<file path="src/rtl/duty_cycle_alarm_decoder_top_defines.svh">
// assertion macros for the duty cycle alarm decoder
`ifndef DUTY_CYCLE_ALARM_DECODER_TOP_DEFINES_SVH
`define DUTY_CYCLE_ALARM_DECODER_TOP_DEFINES_SVH

// same-cycle implication, checked out of reset
`define DCAD_ASSERT_NOW(lbl, ante, cons, msg) \
	lbl: assert property (@(posedge clk) disable iff (!arst_n) (ante) |-> (cons)) \
		else $error(msg);

// next-cycle implication, checked out of reset
`define DCAD_ASSERT_NEXT(lbl, ante, cons, msg) \
	lbl: assert property (@(posedge clk) disable iff (!arst_n) (ante) |=> (cons)) \
		else $error(msg);

`endif

</file>
<file path="src/rtl/dcad_pkg.sv">
// shared types and constants of the duty cycle alarm decoder
`default_nettype none

package dcad_pkg;

	localparam int CFG_ADDR_BITS = 4;
	localparam int CFG_DATA_BITS = 32;
	localparam int CFG_REG_BITS  = 8;
	localparam int CLASS_BITS    = 3;

	localparam logic [1:0] REG_MIN_PERIOD      = 2'd0;
	localparam logic [1:0] REG_TIMEOUT_PERIOD  = 2'd1;
	localparam logic [1:0] REG_ZERO_HIGH_LIMIT = 2'd2;

	localparam logic [CFG_REG_BITS-1:0] MIN_PERIOD_RST      = 8'd60;
	localparam logic [CFG_REG_BITS-1:0] TIMEOUT_PERIOD_RST  = 8'd135;
	localparam logic [CFG_REG_BITS-1:0] ZERO_HIGH_LIMIT_RST = 8'd2;

	localparam logic [CLASS_BITS-1:0] CLS_ZERO    = 3'd0;
	localparam logic [CLASS_BITS-1:0] CLS_NORMAL  = 3'd1;
	localparam logic [CLASS_BITS-1:0] CLS_FAULT_A = 3'd2;
	localparam logic [CLASS_BITS-1:0] CLS_FAULT_B = 3'd3;
	localparam logic [CLASS_BITS-1:0] CLS_FIRE    = 3'd4;
	localparam logic [CLASS_BITS-1:0] CLS_NONE    = 3'd7;

	typedef struct packed {
		logic [CFG_REG_BITS-1:0] min_period;
		logic [CFG_REG_BITS-1:0] timeout_period;
		logic [CFG_REG_BITS-1:0] zero_high_limit;
	} dcad_cfg_t;

	typedef struct packed {
		logic                  fault_relay;
		logic                  fire_relay;
		logic                  settled;
		logic [CLASS_BITS-1:0] duty_class;
		logic                  alarm_locked;
	} dcad_result_t;

endpackage

`default_nettype wire

</file>
<file path="src/rtl/dcad_period.sv">
// deglitch, edge detect, period and high counters, settlement decision
`default_nettype none

module dcad_period
	import dcad_pkg::*;
#(
	parameter int COUNT_BITS = 8
) (
	input  wire logic                  clk,
	input  wire logic                  arst_n,
	input  wire logic                  advance,
	input  wire logic                  sample,
	input  wire dcad_cfg_t             cfg,
	output logic                       settle,
	output logic [COUNT_BITS-1:0]      len,
	output logic [COUNT_BITS-1:0]      hi
);

	logic                  prev_raw_q;
	logic                  clean_q;
	logic                  prev_clean_q;
	logic                  locked_q;
	logic [COUNT_BITS-1:0] period_q;
	logic [COUNT_BITS-1:0] high_q;

	logic                  clean_n;
	logic                  rising;
	logic [COUNT_BITS-1:0] period_inc;
	logic [COUNT_BITS-1:0] high_inc;
	logic [COUNT_BITS-1:0] min_ext;
	logic [COUNT_BITS-1:0] tmo_ext;
	logic                  locked_n;
	logic [COUNT_BITS-1:0] period_n;
	logic [COUNT_BITS-1:0] high_n;

	always_comb begin
		clean_n    = (sample == prev_raw_q) ? sample : clean_q;
		rising     = clean_n && !prev_clean_q;
		period_inc = period_q + COUNT_BITS'(1);
		high_inc   = clean_n ? (high_q + COUNT_BITS'(1)) : high_q;
		min_ext    = COUNT_BITS'(cfg.min_period);
		tmo_ext    = COUNT_BITS'(cfg.timeout_period);
		settle     = 1'b0;
		len        = '0;
		hi         = '0;
		locked_n   = locked_q;
		period_n   = period_inc;
		high_n     = high_inc;
		if (rising) begin
			if (locked_q && (period_inc >= min_ext)) begin
				settle = 1'b1;
				len    = period_inc - COUNT_BITS'(1);
				hi     = high_inc - COUNT_BITS'(1);
			end
			locked_n = 1'b1;
			period_n = COUNT_BITS'(1);
			high_n   = COUNT_BITS'(1);
		end else if (period_inc >= tmo_ext) begin
			settle   = 1'b1;
			len      = period_inc;
			hi       = high_inc;
			locked_n = 1'b0;
			period_n = '0;
			high_n   = '0;
		end
	end

	always_ff @(posedge clk or negedge arst_n) begin
		if (!arst_n) begin
			prev_raw_q   <= 1'b0;
			clean_q      <= 1'b0;
			prev_clean_q <= 1'b0;
			locked_q     <= 1'b0;
			period_q     <= '0;
			high_q       <= '0;
		end else if (advance) begin
			prev_raw_q   <= sample;
			clean_q      <= clean_n;
			prev_clean_q <= clean_n;
			locked_q     <= locked_n;
			period_q     <= period_n;
			high_q       <= high_n;
		end
	end

endmodule

`default_nettype wire

</file>
<file path="src/rtl/dcad_alarm.sv">
// duty classification, class confirmation and relay drive
`default_nettype none

module dcad_alarm
	import dcad_pkg::*;
#(
	parameter int COUNT_BITS = 8
) (
	input  wire logic                  clk,
	input  wire logic                  arst_n,
	input  wire logic                  advance,
	input  wire logic                  settle,
	input  wire logic [COUNT_BITS-1:0] len,
	input  wire logic [COUNT_BITS-1:0] hi,
	input  wire dcad_cfg_t             cfg,
	output dcad_result_t               result
);

	localparam int SUM_BITS = COUNT_BITS + 1;

	logic [CLASS_BITS-1:0] prev_class_q;
	logic [CLASS_BITS-1:0] conf_class_q;
	logic                  fire_q;
	logic [1:0]            relay_q;

	logic [SUM_BITS-1:0]   quarter;
	logic [SUM_BITS-1:0]   eighth;
	logic [SUM_BITS-1:0]   half;
	logic [SUM_BITS-1:0]   thr_normal;
	logic [SUM_BITS-1:0]   thr_fault_a;
	logic [SUM_BITS-1:0]   thr_fault_b;
	logic [SUM_BITS-1:0]   hi_ext;
	logic [SUM_BITS-1:0]   zero_ext;
	logic [CLASS_BITS-1:0] cls;
	logic                  confirm;
	logic [1:0]            relay_n;
	logic                  fire_n;

	always_comb begin
		quarter     = SUM_BITS'(len >> 2);
		eighth      = quarter >> 1;
		half        = SUM_BITS'(len >> 1);
		thr_normal  = quarter + eighth;
		thr_fault_a = half + eighth;
		thr_fault_b = half + quarter + eighth;
		hi_ext      = SUM_BITS'(hi);
		zero_ext    = SUM_BITS'(cfg.zero_high_limit);
		cls         = CLS_ZERO;
		if (settle) begin
			priority if (hi_ext <= zero_ext)    cls = CLS_ZERO;
			else if (hi_ext <= thr_normal)      cls = CLS_NORMAL;
			else if (hi_ext <= thr_fault_a)     cls = CLS_FAULT_A;
			else if (hi_ext <= thr_fault_b)     cls = CLS_FAULT_B;
			else                                cls = CLS_FIRE;
		end
		confirm = settle && !fire_q && (cls == prev_class_q) && (cls != conf_class_q);
		relay_n = relay_q;
		fire_n  = fire_q;
		if (confirm) begin
			priority if (cls == CLS_FIRE) begin
				relay_n = 2'b10;
				fire_n  = 1'b1;
			end else if (cls == CLS_NORMAL) begin
				relay_n = 2'b00;
			end else begin
				relay_n = 2'b01;
			end
		end
		result.fault_relay  = relay_n[0];
		result.fire_relay   = relay_n[1];
		result.settled      = settle;
		result.duty_class   = cls;
		result.alarm_locked = fire_n;
	end

	always_ff @(posedge clk or negedge arst_n) begin
		if (!arst_n) begin
			prev_class_q <= CLS_NONE;
			conf_class_q <= CLS_NONE;
			fire_q       <= 1'b0;
			relay_q      <= 2'b00;
		end else if (advance) begin
			if (settle) begin
				prev_class_q <= cls;
			end
			if (confirm) begin
				conf_class_q <= cls;
			end
			fire_q  <= fire_n;
			relay_q <= relay_n;
		end
	end

endmodule

`default_nettype wire

</file>
<file path="src/rtl/duty_cycle_alarm_decoder_top.sv">
// top level of the duty cycle alarm decoder
// usage:
// input channel in_valid / in_stall carries one opto_sample per transaction,
// one sample tick each; the output channel out_valid / out_stall returns one
// transaction per sample with relay drive, settlement flag, duty class and
// the fire latch as they stand after that tick
// a sample is registered on acceptance and enters the output register, with
// out_valid, as it advances, which waits while out_stall holds a full output
// register; throughput one transaction per cycle while out_stall is low,
// with counter and class state updated between input and output registers
// when out_stall holds the output register, the input register still takes
// one more sample; in_stall rises only while both registers are full
// registers sit on an APB port at byte addresses 0, 4 and 8
// (min_period, timeout_period, zero_high_limit); pready is always high
// reset clears both registers' valid flags, the counters, the deglitch and
// edge state, the class history (none yet), the relays and the fire latch,
// and loads the register defaults 60, 135 and 2
`default_nettype none

`include "duty_cycle_alarm_decoder_top_defines.svh"

module duty_cycle_alarm_decoder_top
	import dcad_pkg::*;
#(
	parameter int COUNT_BITS = 8
) (
	input  wire logic                     clk,
	input  wire logic                     arst_n,
	input  wire logic                     psel,
	input  wire logic                     penable,
	input  wire logic                     pwrite,
	input  wire logic [CFG_ADDR_BITS-1:0] paddr,
	input  wire logic [CFG_DATA_BITS-1:0] pwdata,
	output logic      [CFG_DATA_BITS-1:0] prdata,
	output logic                          pready,
	input  wire logic                     in_valid,
	output logic                          in_stall,
	input  wire logic                     opto_sample,
	output logic                          out_valid,
	input  wire logic                     out_stall,
	output logic                          fault_relay,
	output logic                          fire_relay,
	output logic                          settled,
	output logic      [CLASS_BITS-1:0]    duty_class,
	output logic                          alarm_locked
);

	dcad_cfg_t             cfg_q;
	logic                  valid_s1;
	logic                  sample_s1;
	logic                  out_valid_q;
	dcad_result_t          result_q;

	logic                  cfg_write;
	logic [1:0]            reg_idx;
	logic                  advance;
	logic                  accept;
	logic                  settle;
	logic [COUNT_BITS-1:0] len;
	logic [COUNT_BITS-1:0] hi;
	dcad_result_t          result_n;

	assign pready    = 1'b1;
	assign reg_idx   = paddr[3:2];
	assign cfg_write = psel && penable && pwrite;

	always_comb begin
		unique case (reg_idx)
			REG_MIN_PERIOD:      prdata = CFG_DATA_BITS'(cfg_q.min_period);
			REG_TIMEOUT_PERIOD:  prdata = CFG_DATA_BITS'(cfg_q.timeout_period);
			REG_ZERO_HIGH_LIMIT: prdata = CFG_DATA_BITS'(cfg_q.zero_high_limit);
			default:             prdata = '0;
		endcase
	end

	always_ff @(posedge clk or negedge arst_n) begin
		if (!arst_n) begin
			cfg_q.min_period      <= MIN_PERIOD_RST;
			cfg_q.timeout_period  <= TIMEOUT_PERIOD_RST;
			cfg_q.zero_high_limit <= ZERO_HIGH_LIMIT_RST;
		end else if (cfg_write) begin
			unique case (reg_idx)
				REG_MIN_PERIOD:      cfg_q.min_period      <= pwdata[CFG_REG_BITS-1:0];
				REG_TIMEOUT_PERIOD:  cfg_q.timeout_period  <= pwdata[CFG_REG_BITS-1:0];
				REG_ZERO_HIGH_LIMIT: cfg_q.zero_high_limit <= pwdata[CFG_REG_BITS-1:0];
				default:             cfg_q                 <= cfg_q;
			endcase
		end
	end

	assign advance  = valid_s1 && (!out_valid_q || !out_stall);
	assign in_stall = valid_s1 && !advance;
	assign accept   = in_valid && !in_stall;

	always_ff @(posedge clk or negedge arst_n) begin
		if (!arst_n) begin
			valid_s1    <= 1'b0;
			out_valid_q <= 1'b0;
		end else begin
			if (accept) begin
				valid_s1 <= 1'b1;
			end else if (advance) begin
				valid_s1 <= 1'b0;
			end
			if (advance) begin
				out_valid_q <= 1'b1;
			end else if (!out_stall) begin
				out_valid_q <= 1'b0;
			end
		end
	end

	always_ff @(posedge clk) begin
		if (accept) begin
			sample_s1 <= opto_sample;
		end
		if (advance) begin
			result_q <= result_n;
		end
	end

	dcad_period #(
		.COUNT_BITS (COUNT_BITS)
	) u_period (
		.clk     (clk),
		.arst_n  (arst_n),
		.advance (advance),
		.sample  (sample_s1),
		.cfg     (cfg_q),
		.settle  (settle),
		.len     (len),
		.hi      (hi)
	);

	dcad_alarm #(
		.COUNT_BITS (COUNT_BITS)
	) u_alarm (
		.clk     (clk),
		.arst_n  (arst_n),
		.advance (advance),
		.settle  (settle),
		.len     (len),
		.hi      (hi),
		.cfg     (cfg_q),
		.result  (result_n)
	);

	assign out_valid    = out_valid_q;
	assign fault_relay  = result_q.fault_relay;
	assign fire_relay   = result_q.fire_relay;
	assign settled      = result_q.settled;
	assign duty_class   = result_q.duty_class;
	assign alarm_locked = result_q.alarm_locked;

	`DCAD_ASSERT_NOW(a_relays_exclusive, out_valid_q, !(fault_relay && fire_relay), "both relays closed")
	`DCAD_ASSERT_NOW(a_locked_fire, out_valid_q && alarm_locked, fire_relay, "latched alarm without fire relay")
	`DCAD_ASSERT_NOW(a_class_quiet, out_valid_q && !settled, duty_class == CLS_ZERO, "class without settlement")
	`DCAD_ASSERT_NEXT(a_latch_holds, out_valid_q && alarm_locked, alarm_locked, "alarm latch dropped")

endmodule

`default_nettype wire
</file>
<file path="config.mk">
export PLATFORM = sky130hd
export DESIGN_NAME = duty_cycle_alarm_decoder_top
export DESIGN_NICKNAME = d
export VERILOG_FILES = /design/src/rtl/dcad_pkg.sv /design/src/rtl/dcad_period.sv /design/src/rtl/dcad_alarm.sv /design/src/rtl/duty_cycle_alarm_decoder_top.sv
export VERILOG_INCLUDE_DIRS = /design/src /design/src/rtl
export SDC_FILE = /design/constraint.sdc
export NUM_CORES = 1
export LEC_CHECK = 0
export ABC_AREA = 1
export BUFFER_PORTS_ARGS = -buffer_cell sky130_fd_sc_hd__buf_2
export CAP_MARGIN = 20
export CORE_ASPECT_RATIO = 1.5
export CORE_MARGIN = 1.5
export CORE_UTILIZATION = 30
export DETAILED_ROUTE_END_ITERATION = 16
export PLACE_DENSITY = 0.56
export SYNTH_ARGS = -nofsm -noshare
export SYNTH_HDL_FRONTEND = slang
export SYNTH_SLANG_ARGS = --single-unit
</file>
<file path="constraint.sdc">
create_clock -name clk -period 11.1 [get_ports clk]
set_input_delay 1.11 -clock clk [delete_from_list [all_inputs] [get_ports clk]]
set_output_delay 1.11 -clock clk [all_outputs]
set_load 0.03 [all_outputs]
</file>
After elaboration in Yosys (flattened, before gate mapping)
Index checks and enable logic that the tools add are counted.
Widths: inputs -> output; s select.
{ "word_totals": {"out_inout_bits": 42, "register_bits": 62, "in_bits": 44, "word_cells": 100} }
{ "op_classes": {"n_lt_le_gt_ge": 6, "muxes": 32, "n_eq_ne": 8, "n_reduce_logical": 26, "n_addsub": 8} }
{ "op_table": {"columns": ["operator", "count"], "rows": [
  ["$mux 8", 11],
  ["$le 8x9->1", 3],
  ["$pmux 8 s3", 1],
  ["$add 8x1->8 const B", 2],
  ["$ge 8x8->1", 2],
  ["$sub 8x1->8 const B", 2],
  ["$mux 3", 5],
  ["$mux 1", 13],
  ["$reduce_and 2->1", 6],
  ["$logic_and 1x1->1", 10],
  ["$add 9x5->9", 1],
  ["$add 7x5->8", 1],
  ["$add 7x6->8", 1],
  ["$le 8x8->1", 1],
  ["$add 6x5->7", 1],
  ["$logic_not 1->1", 6],
  ["$mux 2", 2],
  ["$reduce_bool 2->1", 2],
  ["$eq 3x1->1 const B", 1],
  ["$eq 3x3->1", 1],
  ["$eq 3x3->1 const B", 1],
  ["$ne 3x3->1", 1],
  ["$eq 2x1->1 const B", 1],
  ["$eq 2x2->1 const B", 1],
  ["other kinds (4)", 4]
]} }

Depth between registers and ports, before layout
{ "depth": {"depth_word": 17, "depth_mapped": 41, "depth_no_buf": 40} }

Cells and area by module
From an unflattened synthesis, not the netlist that was laid out.
{ "unflattened": {"cells_unflattened": 844, "hier_area_um2": 6162.2} }
{ "modules_own_cells": {"columns": ["module", "n_inst", "cells_each", "area_per_inst_um2", "seq_area_each_um2"], "rows": [
  ["dcad_alarm", 1, 311, 2260.9, 232.7],
  ["dcad_period", 1, 340, 2254.7, 475.5],
  ["duty_cycle_alarm_decoder_top", 1, 193, 1646.6, 902.1]
]} }

Least setup slack after synthesis
No wires, ideal clock.
{ "synth_timing": {"path_type": "reg2reg", "start": "register u_period.period_q[0]", "end": "register result_q, in the netlist fire_relay (data pin)", "period_less_slack_ns": 6.461, "path_buffers": 1, "stages_incl_launch_ff": 40, "required_time_ns": 10.843, "path_slack_ns": 4.639, "setup_time_ns": 0.257, "t_arrival_ns": 6.204, "path_cell_list": "dfrtp_1 -> ha_1 -> nand3_1 -> nor2_1 -> nand2_1 -> nand2_1 -> inv_1 -> ha_1 -> nand2_1 -> nor2_1 -> a211oi_1 -> nand3_1 -> nand2_1 -> buf_1 -> o22ai_1 -> ha_1 -> fa_1 -> inv_1 -> (+4 left out) -> o21ai_0 -> a21oi_1 -> nor2_1 -> xor2_1 -> ha_1 -> nand2_1 -> o21ai_0 -> a21oi_1 -> nor2_1 -> nand2_1 -> nand2_1 -> nand2_2 -> nand3b_1 -> nand2_2 -> nor2_8 -> nand2_4 -> nand2_1 -> o21ai_1"} }
{ "synth_rtl": {"columns": ["item", "line", "rtl"], "rows": [
  ["start, declared", "dcad_period.sv:23", "logic [COUNT_BITS-1:0] period_q;"],
  ["start signal, assigned", "dcad_period.sv:81", "period_q <= period_n;"],
  ["end signal, assigned", "duty_cycle_alarm_decoder_top.sv:118", "result_q <= result_n;"],
  ["end, declared", "duty_cycle_alarm_decoder_top.sv:52", "dcad_result_t result_q;"]
]} }

==> results.sh <==
export IMPL_use_met2_pct=26.8
export IMPL_clock_skew_ns=0.00783
export IMPL_max_stage_delay_ns=0.81
export IMPL_crit_family="simple AND/OR/NAND/NOR gates"
export IMPL_hold_buffers=0
export IMPL_dieArea_mm2=0.0196
export IMPL_finalSetupViolCount=0
export IMPL_cp_startpoint="u_period.period_q[0]"
export IMPL_use_met3_pct=2.30
export IMPL_leakagePower_nw=3.18
export IMPL_tightest_slew_ns=0.916
export IMPL_critPathArrivalTime_ns=7.69
export IMPL_fill_cells=2047
export IMPL_regArea_mm2=0.00161
export IMPL_critical_path_endpoint="fire_relay"
export IMPL_cts_sinks=62
export IMPL_drive_gt1_share_pct=14.1
export IMPL_drv_cap=0
export IMPL_synth_cell_types=48
export IMPL_worst_path_buf_inv=2
export IMPL_gp_congestion=0.820
export IMPL_rr_startpoint="u_period.period_q[0]"
export IMPL_crit_path_end_kind="register"
export IMPL_diodes=0
export IMPL_drc=0
export IMPL_ys_seq_elements=62
export IMPL_r2r_end="fire_relay"
export IMPL_grt_usage_pct=14.3
export IMPL_fin_setup_tns_ns=0
export IMPL_utilization_pct=34.1
export IMPL_yosysTopAreaCell="dfrtp_1"
export IMPL_numCtsBuffers=9
export IMPL_syn_area_mm2=0.00564
export IMPL_clk_pin_slew_ns=0.05
export IMPL_status="completed"
export IMPL_die_h_um=171
export IMPL_rows=61
export IMPL_crit_path_frequent_cell="nand2_1"
export IMPL_dr_pass1_iters=4
export IMPL_cts_tree="built"
export IMPL_final_hold_violation_count=0
export IMPL_start_kind="register"
export IMPL_cts_htree_levels=3
export IMPL_vias=4709
export IMPL_busiest_layer="met2"
export IMPL_yosys_area_top_type_share_pct=17.3
export IMPL_rsz0062_at_grt="false"
export IMPL_report_final_slew_viol_count=0
export IMPL_core_region_area_mm2=0.0185
export IMPL_grt_pass1_wl_um=21900
export IMPL_r2r_slack_ns=3.50
export IMPL_multi_input_area_mm2=0.00348
export IMPL_seq_area_frac_synth_pct=28.6
export IMPL_cp_depth=38
export IMPL_clockRootBuffer="clkbuf_16"
export IMPL_period_minus_slack_ns=7.60
export IMPL_grt_overflow_total=0
export IMPL_grt_max_degree=55
export IMPL_worst_setup_path_type="reg -> reg"
export IMPL_wl_per_cell_um=13.0
export IMPL_num_io_pins=86
export IMPL_met1_usage_pct=15.7
export IMPL_initial_utilization_pct=30.5
export IMPL_fin_crit_sh_pct=68.5
export IMPL_drt_total_wl_um=13200
export IMPL_area_growth_syn_to_layout_pct=11.7
export IMPL_clk_latency_ns=0.34
export IMPL_yosysWarnings=0
export IMPL_synth_area_leaders="dfrtp_1 17%, ha_1 15%, nand2_1 12%"
export IMPL_nNetsFinal=879
export IMPL_slowest_stage="o22ai_1"
export IMPL_via_per_inst=4.62
export IMPL_cp_max_fo=12
export IMPL_vdd_drop_max_mv=0.0982
export IMPL_finalPower_mw=1.31
export IMPL_power_density_mw_per_mm2=207
export IMPL_place_hpwl_um=10300
export IMPL_syn_inst=728
export IMPL_fin_hold_ws_ns=0.469
export IMPL_critPathRequiredTime_ns=11.19
export IMPL_grt_antenna_before_repair=0
export IMPL_fin_ws_ns=3.50
export IMPL_r2r_worst_path_cells=38
export IMPL_drt_iter0_markers=170
export IMPL_antenna_left=0
export IMPL_hold_path_class="reg -> reg"
export IMPL_avgSynthCellArea_um2=7.74
export IMPL_dp_slack_ns=3.54
export IMPL_port_buffers=34
export IMPL_cts_resized=0
export IMPL_grt_pass1_vias=4603
export IMPL_die_w_um=115
export IMPL_post_cts_buffers=0
export IMPL_max_clock_freq_mhz=132
export IMPL_relSlewSlack_pct=38.9
export IMPL_clockBufferDepth=2
metal layers:
layer | wire length, um | vias to the layer above | share of wire, %
met3 | 416 | 20 | 3.1
met2 | 6890 | 82 | 52
met5 | 0 | - | 0
met1 | 5540 | 2157 | 42
met4 | 378 | 0 | 2.9
li1 | - | 2450 | -
worst reg2reg max path: cells and delay by family, from the launching register on:
kind                       cells  cell delay [ns]
and+or+nand+nor               22             2.99
adders and majority gates      6             1.91
AOI/OAI and AO/OA              6             1.49
DFF                            1             0.57
xor gates and xnor gates       2             0.21
buffers and inverters          2             0.20
cells by family (layout without fill, tap and decap cells):
| group | count (synthesis) | count (layout) | share of synthesized area, % |
|---|---|---|---|
| and+or+nand+nor | 291 | 291 | 25.2 |
| buffers and inverters | 142 | 159 | 11.2 |
| AOI/OAI and AO/OA | 128 | 128 | 13.6 |
| adders and majority gates | 72 | 72 | 16.5 |
| DFF | 62 | 62 | 28.6 |
| xor gates and xnor gates | 31 | 31 | 4.82 |
| other | 2 | 25 | 0.133 |
where the power goes:
part	switching (mW)	total (mW)	internal [mW]	leakage, nW
Sequential	0.0429	0.327	0.284	0.732
Combinational	0.459	0.697	0.238	2.31
Clock	0.102	0.281	0.179	0.140
Total	0.604	1.31	0.701	3.18
stage by stage:
step / std cells / cell area, um^2
floorplan: 751 / 5720
global placement: 1004 / 6000
detailed placement: 1004 / 6000
CTS: 1020 / 6290
global route: 1020 / 6290
finish: 1020 / 6290
cell type report:
cell class	count	area share [%]
repair buffers	37	3.06
clock inverters	4	0.735
multi-input cells	547	55.4
flip-flops and latches	62	25.6
clock buffers	12	3.92
inverters	106	6.34
well taps	252	5.01
worst min path at each step:
stage               slack, ns              to  cells past startpoint           start
finish                   0.47       out_valid                      2        valid_s1
detailed placement       0.46       out_valid                      2        valid_s1
floorplan                0.43  u_alarm.fire_q                      2  u_alarm.fire_q
global route             0.49       out_valid                      2        valid_s1
global placement         0.45       out_valid                      2        valid_s1
CTS                      0.47       out_valid                      2        valid_s1
registers in the layout, summed over array words and instances, names as in the netlist:
| name | count |
|---|---|
| valid_s1 | 1 |
| fault_relay | 1 |
| u_alarm.fire_q | 1 |
| u_alarm.relay_q | 2 |
| duty_class | 3 |
| u_alarm.prev_class_q | 3 |
| fire_relay | 1 |
| u_period.locked_q | 1 |
| out_valid | 1 |
| u_period.prev_raw_q | 1 |
| u_period.period_q | 8 |
| cfg_q | 24 |
| u_period.clean_q | 1 |
| sample_s1 | 1 |
| u_alarm.conf_class_q | 3 |
| alarm_locked | 1 |
| u_period.high_q | 8 |
| settled | 1 |
layout by cell type (no fill, tap or decap), drive strengths merged, types with 14 or more instances in the layout:
cell type / n
ha: 68
conb: 25
buf: 37
o21ai: 48
xor2: 21
o22ai: 14
nand2: 194
inv: 103
dfrtp: 39
dfstp: 15
nand3: 34
nor2: 38
nand4: 16
a21oi: 36
Yosys cell counts (all sizes together):
library cell	n
nand3	34
inv	103
fa	4
nand3b	3
dfstp	15
o21a	1
buf	29
nor3	4
xnor2	10
conb	2
o22ai	14
a211oi	2
edfxtp	8
and3	1
dfrtp	39
o221ai	8
a21oi	36
nand2	194
nand4	16
a31oi	1
o211ai	2
o21ai	48
o31ai	5
or3	1
nor2	38
o32ai	9
o21bai	1
clkinv	3
clkbuf	7
a21o	1
ha	68
xor2	21
No activity file was read; power rests on OpenSTA's default activity.
